### config.mk
export PLATFORM = sky130hd
export DESIGN_NAME = vn3_sqrt
export DESIGN_NICKNAME = d
export VERILOG_FILES = /design/src/design/vn3_pkg.sv /design/src/design/vn3_sqrt.sv
export SDC_FILE = /design/constraint.sdc
export NUM_CORES = 1
export LEC_CHECK = 0
export ABC_AREA = 1
export BUFFER_PORTS_ARGS = -buffer_cell sky130_fd_sc_hd__buf_2
export CAP_MARGIN = 20
export CORE_UTILIZATION = 45
export CTS_CLUSTER_SIZE = 40
export DETAILED_ROUTE_END_ITERATION = 10
export PLACE_DENSITY = 0.61
export SYNTH_ARGS = -nofsm -noshare
export SYNTH_HDL_FRONTEND = slang
export SYNTH_SLANG_ARGS = --single-unit
### constraint.sdc
create_clock -name clk -period 2.4 [get_ports clk]
set_input_delay 0.36 -clock clk [delete_from_list [all_inputs] [get_ports clk]]
set_output_delay 0.36 -clock clk [all_outputs]
set_load 0.005 [all_outputs]
### src/design/vn3_pkg.sv
// Shared constants and types for the 3D vector normalize core.
package vn3_pkg;
  localparam int FRAC_BITS = 12;
  localparam int EPS_WIDTH = 15;

  // Valid and scaled status handed to the merge stage.
  typedef struct packed {
    logic valid;
    logic scaled;
  } vn3_lane_stat_t;
endpackage

### src/design/vn3_sqrt.sv
// Pipelined integer square root of the sum of squares, one result bit per stage.
module vn3_sqrt #(
  parameter int SUM_W = 34,
  parameter int ROOT_W = 17
) (
  input  logic              clk,
  input  logic              en,
  input  logic [SUM_W-1:0]  sum_i,
  output logic [ROOT_W-1:0] root_o
);
  import vn3_pkg::*;

  localparam int RW = 2 * ROOT_W;

  logic [RW-1:0]     rem_r  [ROOT_W+1];
  logic [ROOT_W-1:0] root_r [ROOT_W+1];

  always_comb begin
    rem_r[0]  = RW'(sum_i);
    root_r[0] = '0;
  end

  // Stage k decides bit ROOT_W-1-k of the root (restoring method).
  for (genvar k = 0; k < ROOT_W; k++) begin : g_stage
    localparam int B = ROOT_W - 1 - k;
    logic [RW-1:0]     trial;
    logic [RW-1:0]     rem_nxt;
    logic [ROOT_W-1:0] root_nxt;
    logic [RW-1:0]     rem_q;
    logic [ROOT_W-1:0] root_q;
    always_comb begin
      trial = (RW'(root_r[k]) << (B + 1)) | (RW'(1) << (2 * B));
      if (rem_r[k] >= trial) begin
        rem_nxt  = rem_r[k] - trial;
        root_nxt = root_r[k] | (ROOT_W'(1) << B);
      end else begin
        rem_nxt  = rem_r[k];
        root_nxt = root_r[k];
      end
    end
    always_ff @(posedge clk) begin
      if (en) begin
        rem_q  <= rem_nxt;
        root_q <= root_nxt;
      end
    end
    always_comb begin
      rem_r[k+1]  = rem_q;
      root_r[k+1] = root_q;
    end
  end

  assign root_o = root_r[ROOT_W];
endmodule

==> impl_metrics.json, run 1 <==
{
  "r2r_start": "g_stage[13].root_q[16]",
  "p_switching_w": 0.01142,
  "synth_top_family_by_area": "simple AND/OR/NAND/NOR gates",
  "syn_area_um2": 38030,
  "synthArstFlopShare_pct": 0,
  "power_w": 0.03690,
  "area_growth_pct": 16.02,
  "cts_sinks": 697,
  "synth_compound_area_share_pct": 5.646,
  "final.setup.tns_ns": 0,
  "die_area_um2": 85680,
  "drc": 0,
  "core_region_area_um2": 83690,
  "yosys_warnings": 0,
  "dieWidth_um": 292.7,
  "cp-startpoint": "g_stage[13].root_q[16]",
  "cts_buffer_depth": 3,
  "rows": 106,
  "max_freq_mhz": 429.0,
  "min_from": "en",
  "synth_nets": 4364,
  "ys_ff_latch": 697,
  "hold_viol": 0,
  "whs_ns": 0.1200,
  "synth_edf_count": 697,
  "hold_path_depth": 1,
  "start_kind": "flop",
  "layout.nets": 4644,
  "endpoint_kind": "flop",
  "final_cell_mix": "nand2_1 (1209), edfxtp_1 (697), inv_1 (616)",
  "worst-path-max-fanout": 26,
  "path_clk_slew_ns": 0.06,
  "syn_avg_cell_area_um2": 9.137,
  "first_pass_iters": 6,
  "ir_drop_uv": 821.7,
  "timing.final.setup_violations": 0,
  "postRouteAntennaNets": 0,
  "grt_pass1_vias": 27170,
  "grt_max_degree": 95,
  "period_minus_slack_ns": 2.331,
  "post_route_cells_drive_above_1_share_pct": 11.12,
  "portBuffers": 52,
  "synth-xor-area-share_pct": 3.086,
  "drt_iter0_drc": 2059,
  "rsz0062_at_grt": "yes",
  "cp_data_arrival_time_ns": 2.74,
  "ctsRootBufferMaster": "clkbuf_16",
  "drv_slew": 0,
  "power_frac_comb_pct": 22.7,
  "io_pins": 53,
  "cts_tree": "built",
  "ys_types": 53,
  "wl_mm": 94.03,
  "clockPowerShare_pct": 32.8,
  "synth_mux_area_share_pct": 0,
  "fin_util_pct": 52.72,
  "placed_cells": 5450,
  "switching_share_pct": 30.94,
  "nFillCells": 7635,
  "power_leakage_nw": 19.00,
  "synth-simple-area-share_pct": 23.78,
  "hold_end": "g_stage[6].root_q[15]",
  "vias": 28290,
  "max_slew_margin_pct": 59.39,
  "layoutNonFillerInstCount": 5638,
  "detail_route.wl_per_cell_um": 16.68,
  "grt_pass1_wl_mm": 147.1,
  "grt_overflow": 0,
  "r2r_cells": 9,
  "cts_buffers": 78,
  "clk_latency_ns": 0.67,
  "n_antenna_cell": 0,
  "gp_congestion": 0.9420,
  "hold_class": "primary input to flop",
  "start_util_pct": 45.44,
  "pwr-share-seq_pct": 44.6,
  "intPower_w": 0.02548,
  "tightest_slew_ns": 0.6029,
  "final_common_cell": "nand2_1",
  "yosysSeqAreaShare_pct": 55.04,
  "dp.final_hpwl_mm": 73.11,
  "netlist_instances": 4162,
  "yosys.area_share.adder_pct": 5.461,
  "antenna_found_initial": 0,
  "status": "finished, final reports clean",
  "crit_type": "flop to flop",
  "h-tree-depth": 3,
  "vias_per_cell": 5.017,
  "finClkSkew_ns": 0.05877,
  "fp.dieH_um": 292.7,
  "fin_crit_sh_pct": 97.12,
  "synth_ff_type": "edfxtp_1",
  "r2r-end": "g_stage[14].rem_q[27]",
  "rrSetupSlack_ns": 0.07,
  "grtUsageTotal_pct": 21.90,
  "critPathRequiredTime_ns": 2.81,
  "p_per_area_nw_per_um2": 836.2,
  "maxCapViolCount": 0
}
## synth_stat cells, types with 20 or more instances
library cell	number	area (um2)
a21oi_1	157	785.8
o21ai_2	20	175.2
a21oi_2	31	271.5
inv_1	619	2323
nand3_1	247	1236
xnor2_1	57	499.2
nand3b_1	36	270.3
nand4_1	68	425.4
o21ai_1	22	110.1
nor2_1	422	1584
xor2_1	77	674.4
o21ai_0	97	485.5
nand2_1	1215	4561
nor3_1	47	235.2
edfxtp_1	697	20930
nor4_1	26	162.7
ha_1	166	2077
## cell type report
class                      instances  area, um2  share of cell area (%)
sequential                       697      20930                   47.44
multi-input combinational       2802      14850                   33.65
inverter                         633       2389                   5.413
clock buffer                      95       2016                   4.568
timing repair buffer             230       1908                   4.325
tap                             1134       1419                   3.216
clock inverter                    47      614.3                   1.392
## power by group through the flow
stage	combinational (W)	sequential (W)	clock (W)
after floorplan	0.00577	0.0161	0
after global routing	0.00946	0.0166	0.0128
final	0.00837	0.0164	0.0121
after CTS	0.00818	0.0164	0.0123
after detailed placement	0.00809	0.0167	0
after global placement	0.00803	0.0167	0
## how the worst max path moves through the flow
| stage | endpoint | depth (start not counted) |
|---|---|---|
| after floorplan | g_stage[5].rem_q[26] | 8 |
| after global placement | g_stage[13].rem_q[11] | 11 |
| after detailed placement | g_stage[13].rem_q[11] | 11 |
| after CTS | g_stage[13].rem_q[11] | 13 |
| after global routing | g_stage[11].rem_q[19] | 14 |
| final | g_stage[14].rem_q[27] | 9 |
## state kept, by name, summed over array words and instances, names as in the netlist
register / flops
g_stage.rem_q: 544
root_o: 17
g_stage.root_q: 136
## critical path: stages (launching register included)
cell and delay (ns):
edfxtp_1 0.43, inv_1 0.08, ha_1 0.26, a21oi_1 0.21
nand2_1 0.15, nor3_1 0.36, nand2_1 0.18, a21oi_4 0.16
buf_12 0.21, a21oi_1 0.09
## layer usage
layer / share of wire [%] / up-vias / global-route usage (%)
li1: - / 14320 / -
met1: 45 / 13210 / 29.06
met2: 49 / 624 / 38.17
met3: 4.4 / 135 / 2.496
met4: 2.1 / 0 / 5.338
met5: 0 / - / 0
## what timing repair did
action / in CTS / in global routing
setup endpoints to repair: 15 / 113
hold buffers: 35 / 0
hold endpoints to repair: 35 / 0
setup buffers: 0 / 8
resized for setup: 4 / 75
gates cloned: 0 / 3
pin swaps: 1 / 12
## cells by family after synthesis
logic type	after synthesis
compound gates	362
xor+xnor	134
simple gates	2139
flops	697
fa+ha+maj	166
buf+inv	664
## per-stage QoR
stage	setup slack [ns]	cell area (um2)
2_1_floorplan	0.3818	38030
3_3_place_gp	-0.09417	40610
3_5_place_dp	-0.1132	40610
4_1_cts	0.002157	43610
5_1_grt	-0.02700	44120
6_report	0.06904	44120
Power figures use the tool's default switching activity.
==> inputs of run 2 (changes only) <==
==> constraint.sdc (replaced) <==
create_clock -name clk -period 2.4 [get_ports clk]
set_input_delay 0.24 -clock clk [delete_from_list [all_inputs] [get_ports clk]]
set_output_delay 0.24 -clock clk [all_outputs]
set_load 0.005 [all_outputs]
==> run 2 against run 1 <==
  * Non-clock buffer count shrank 4
  * Power is essentially flat
  * Maximum frequency up 0.50%
  * Clock-buffer cell count fell by 3
  * Final cell count hardly changed
  * Clock power hardly changed
  * Routed wire length decreased by 0.41%
  * Worst hold slack improved by 0.18 ns
  * Sequential share of layout area grew 0.16 points
  * Die area unchanged
  * Worst setup slack improved by 0.012 ns
  * Register-to-register slack about the same
  * Critical endpoint is now g_stage[11].rem_q[21]
==> impl_metrics.json, run 2 (same netlist as run 1, synthesis figures left out) <==
{
  "cts_sinks": 697,
  "portBuffers": 52,
  "crit_chain": "ha_1 > nand2_1 > inv_1 > nand2_1 > nand2_1 > o21bai_1 > nand2_1 > nand2_1 > nor2_4 > buf_12 > inv_4 > nand2_1 > nand2_1",
  "min_from": "sum_i[9]",
  "cp_slowest_cell": "edfxtp_1",
  "largest_register": "g_stage.rem_q",
  "path_clk_slew_ns": 0.06,
  "hold_class": "primary input to flop",
  "final.setup.tns_ns": 0,
  "path_common_cell": "nand2_1",
  "r2r_start": "g_stage[10].rem_q[17]",
  "power_leakage_nw": 19.02,
  "r2r_cells": 13,
  "max_slew_margin_pct": 54.06,
  "maxCapViolCount": 0,
  "ir_drop_uv": 625.6,
  "io_pins": 53,
  "finClkSkew_ns": 0.06635,
  "drc": 0,
  "wl_mm": 93.64,
  "critPathRequiredTime_ns": 2.73,
  "rows": 106,
  "fin_crit_sh_pct": 96.64,
  "final_cell_mix": "nand2_1 (1211), edfxtp_1 (697), inv_1 (618)",
  "dieWidth_um": 292.7,
  "critPathMaxStageDelay_ns": 0.42,
  "detail_route.wl_per_cell_um": 16.61,
  "layoutNonFillerInstCount": 5637,
  "hold_path_depth": 2,
  "crit_type": "flop to flop",
  "core_region_area_um2": 83690,
  "vias": 28250,
  "drv_slew": 0,
  "grt_pass1_wl_mm": 147.6,
  "postRouteAntennaNets": 0,
  "max_freq_mhz": 431.2,
  "final_common_cell": "nand2_1",
  "grt_overflow": 0,
  "cp_data_arrival_time_ns": 2.65,
  "n_antenna_cell": 0,
  "largest_register_ffs": 544,
  "status": "finished, final reports clean",
  "tightest_slew_ns": 0.6891,
  "worst-path-max-fanout": 20,
  "clk_latency_ns": 0.65,
  "dp.final_hpwl_mm": 73.35,
  "ctsRootBufferMaster": "clkbuf_16",
  "drt_iter0_drc": 2141,
  "p_per_area_nw_per_um2": 838.3,
  "start_kind": "flop",
  "cp-startpoint": "g_stage[10].rem_q[17]",
  "h-tree-depth": 3,
  "gp_congestion": 0.9716,
  "vias_per_cell": 5.011,
  "layout.nets": 4641,
  "post_route_cells_drive_above_1_share_pct": 10.84,
  "first_pass_iters": 6,
  "die_area_um2": 85680,
  "grtUsageTotal_pct": 21.98,
  "r2r-end": "g_stage[11].rem_q[21]",
  "antenna_found_initial": 0,
  "cts_tree": "built",
  "timing.final.setup_violations": 0,
  "endpoint": "g_stage[11].rem_q[21]",
  "period_minus_slack_ns": 2.319,
  "grt_max_degree": 136,
  "endpoint_kind": "flop",
  "placed_cells": 5448,
  "fp.dieH_um": 292.7,
  "grt_pass1_vias": 27130,
  "cts_buffers": 80,
  "start_util_pct": 45.44,
  "nFillCells": 7649,
  "cts_buffer_depth": 3,
  "rrSetupSlack_ns": 0.08,
  "area_growth_pct": 15.62,
  "hold_viol": 0
}
run 2: cell type report:
cell class	instances	area (um2)	share of cell area (%)
flip-flops and latches	697	20930	47.60
multi-input cells	2801	14720	33.47
inverters	633	2384	5.421
clock buffers	92	2047	4.655
repair buffers	226	1854	4.217
well taps	1134	1419	3.227
clock inverters	54	618.1	1.406
run 2: through the flow:
stage	setup slack [ns]	utilization [%]	total power (W)	area, um2	hold WS (ns)
after floorplan	0.3818	-	0.02192	38030	0.3389
after global placement	-0.1214	48.53	0.02471	40610	0.4167
after detailed placement	-0.07050	48.53	0.02477	40610	0.4181
after CTS	0.008731	52.15	0.03704	43640	0.2535
after global routing	-0.03900	52.54	0.03890	43970	0.2645
final	0.08074	52.54	0.03686	43970	0.2969
run 2: power by group:
part           internal (W)  switching [W]  total, W
sequential           0.0153        0.00110    0.0164
combinational       0.00305        0.00527   0.00832
clock               0.00700        0.00512    0.0121
total                0.0254         0.0115    0.0369
run 2: timing repair:
item                                    in CTS  in global routing
pin swaps                                    0                  7
endpoints found under the hold margin       44                  0
cloned                                       0                  0
hold buffers                                36                  0
setup buffers                                0                  7
endpoints found under the setup margin      20                130
resized for setup                            2                 62
run 2: worst min path at each step:
stage	to	slack, ns
6_report	g_stage[0].rem_q[9]	0.30
5_1_grt	g_stage[0].rem_q[10]	0.26
4_1_cts	g_stage[0].rem_q[0]	0.25
3_5_place_dp	g_stage[0].rem_q[31]	0.42
3_3_place_gp	g_stage[0].rem_q[4]	0.42
2_1_floorplan	g_stage[0].rem_q[0]	0.34
run 2: per-layer routing:
metal	wire length (um)	track usage (%)	share of wire [%]	vias up
li1	-	-	-	14340
met1	41550	29.42	44	13100
met2	45420	37.92	49	678
met3	4544	2.527	4.9	127
met4	2128	5.555	2.3	0
met5	0	0	0	-
run 2: worst max-delay path: cells and delay by family (launching register included):
kind                       cells  cell delay (ns)
DFF                            1             0.42
adders and majority gates      1             0.38
and+or+nand+nor                8             0.75
buffers and inverters          3             0.30
AOI/OAI and AO/OA              1             0.19
==> inputs of run 3 (changes only) <==
clock period = 2.6 ns   (was 2.4 ns; I/O delays follow)
==> run 3 against run 2 <==
  * Via count is 1.3% lower
  * Cell area is 2.1% lower
  * Clock skew is 0.037 ns lower
  * Worst setup slack better by 0.12 ns
  * Final cell count is 1.2% lower
  * Non-clock buffer count is 62 lower
  * Die area stayed put
  * Clock-buffer cell count is 5 lower
  * Highest routed layer unchanged
==> impl_metrics.json, run 3 (same netlist as run 1, synthesis figures left out) <==
{
  "status": "finished, final reports clean",
  "die_area_um2": 85680,
  "cts_sinks": 697,
  "nFillCells": 7694,
  "largest_register": "g_stage.rem_q",
  "grt_max_degree": 64,
  "fp.dieH_um": 292.7,
  "n_antenna_cell": 0,
  "dieWidth_um": 292.7,
  "fin_area_um2": 43060,
  "portBuffers": 52,
  "crit_chain": "inv_1 > ha_1 > nand2_1 > nor2_2 > nand3b_1 > nor3_2 > nor2_1 > nand2_4 > buf_4 > nand2_1 > nand2_1 > nand2_1",
  "maxCapViolCount": 0,
  "drc": 0,
  "critPathMaxStageDelay_ns": 0.39,
  "post_route_cells_drive_above_1_share_pct": 8.544,
  "worst-path-max-fanout": 14,
  "first_pass_iters": 5,
  "clk_latency_ns": 0.63,
  "path_common_cell": "nand2_1",
  "cts_tree": "built",
  "wl_mm": 93.06,
  "cts_buffer_depth": 3,
  "finClkSkew_ns": 0.02958,
  "layoutNonFillerInstCount": 5570,
  "antenna_found_initial": 0,
  "layout.nets": 4576,
  "timing.final.setup_violations": 0,
  "dp.final_hpwl_mm": 72.82,
  "critPathRequiredTime_ns": 2.98,
  "whs_ns": 0.1056,
  "rrSetupSlack_ns": 0.20,
  "cts_setup_buffers": 0,
  "max_slew_margin_pct": 61.83,
  "start_util_pct": 45.44,
  "cp_data_arrival_time_ns": 2.79,
  "grt_pass1_vias": 27170,
  "grtUsageTotal_pct": 21.98,
  "area_growth_pct": 13.22,
  "cp_top_family": "simple AND/OR/NAND/NOR gates",
  "postRouteAntennaNets": 0,
  "cp_slowest_cell": "edfxtp_1",
  "path_clk_slew_ns": 0.06,
  "grt_overflow": 0,
  "period_minus_slack_ns": 2.404,
  "hold_viol": 0,
  "io_pins": 53,
  "h-tree-depth": 3,
  "final.setup.tns_ns": 0,
  "start_kind": "flop",
  "core_region_area_um2": 83690,
  "critical_path_buf_inv_count": 2,
  "p_per_area_nw_per_um2": 771.3,
  "hold_class": "primary input to flop",
  "placed_cells": 5394,
  "vias": 27880,
  "rsz0062_at_grt": "no",
  "rows": 106,
  "max_freq_mhz": 416.0,
  "endpoint_kind": "flop",
  "tightest_slew_ns": 0.5665,
  "ir_drop_uv": 583.2,
  "largest_register_ffs": 544,
  "fin_crit_sh_pct": 92.45,
  "ctsRootBufferMaster": "clkbuf_16",
  "gp_congestion": 0.9723,
  "cts_buffers": 77,
  "vias_per_cell": 5.005,
  "crit_type": "flop to flop",
  "grt_pass1_wl_mm": 147.6,
  "final_cell_mix": "nand2_1 (1214), edfxtp_1 (697), inv_1 (619)",
  "dpl_cell_area_um2": 40190,
  "power_leakage_nw": 18.63,
  "drt_iter0_drc": 2101,
  "final_common_cell": "nand2_1",
  "drv_slew": 0,
  "detail_route.wl_per_cell_um": 16.71
}
## run 3: changes by cell type in the layout (fill, tap and decap cells not counted), sizes merged
cell / previous run / this run
buf: 190 / 129
clkinv: 40 / 42
bufinv: 7 / 5
inv: 636 / 635
clkinvlp: 4 / 5
dlygate4sd3: 36 / 35
clkbuf: 92 / 87
## run 3: worst paths after layout
kind,start,end,cells after the start
max,g_stage[12].root_q[8],g_stage[13].rem_q[23],12
min,en,g_stage[6].rem_q[24],1
max reg2reg,g_stage[12].root_q[8],g_stage[13].rem_q[23],12
min reg2reg,g_stage[0].rem_q[25],g_stage[1].rem_q[25],0
## run 3: final cells by class
type | count | area, um2 | share of cell area (%)
Inverter | 633 | 2381 | 5.530
Tap cell | 1134 | 1419 | 3.295
Sequential cell | 697 | 20930 | 48.61
Timing Repair Buffer | 164 | 1374 | 3.191
Clock buffer | 87 | 1964 | 4.562
Multi-Input combinational cell | 2801 | 14460 | 33.57
Clock inverter | 54 | 534.3 | 1.241
## run 3: per-stage QoR
stage                     util (%)  power, W  setup WS, ns
after CTS                    51.43   0.03349       0.03081
final                        51.45   0.03321        0.1962
after global placement       48.03   0.02263       0.02598
after floorplan                  -   0.02024        0.5818
after detailed placement     48.03   0.02266       0.03943
after global routing         51.45   0.03510       0.01780
## run 3: worst register-to-register path: cells and delay by family (launching register included)
kind	cells	cell delay, ns
adders and majority gates	1	0.34
DFF	1	0.39
and+or+nand+nor	9	1.15
buffers and inverters	2	0.30
## run 3: power by group
group	leakage, nW	switching, W	internal (W)	total (W)
Clock	1.21	0.00465	0.00604	0.0107
Sequential	6.68	0.00103	0.0141	0.0152
Combinational	10.7	0.00473	0.00263	0.00735
Total	18.6	0.0104	0.0228	0.0332
## run 3: timing repair
action / in CTS / in global routing
setup endpoints to repair: 0 / 19
endpoints found under the hold margin: 35 / 0
resized for setup: 0 / 4
hold buffers: 35 / 0
## run 3: per-layer routing
layer | vias to the layer above | global-route usage (%) | wire (um)
met1 | 12960 | 29.02 | 41570
met3 | 134 | 2.701 | 3972
met2 | 601 | 38.00 | 45290
met4 | 0 | 6.002 | 2229
met5 | - | 0 | 0
li1 | 14180 | - | -
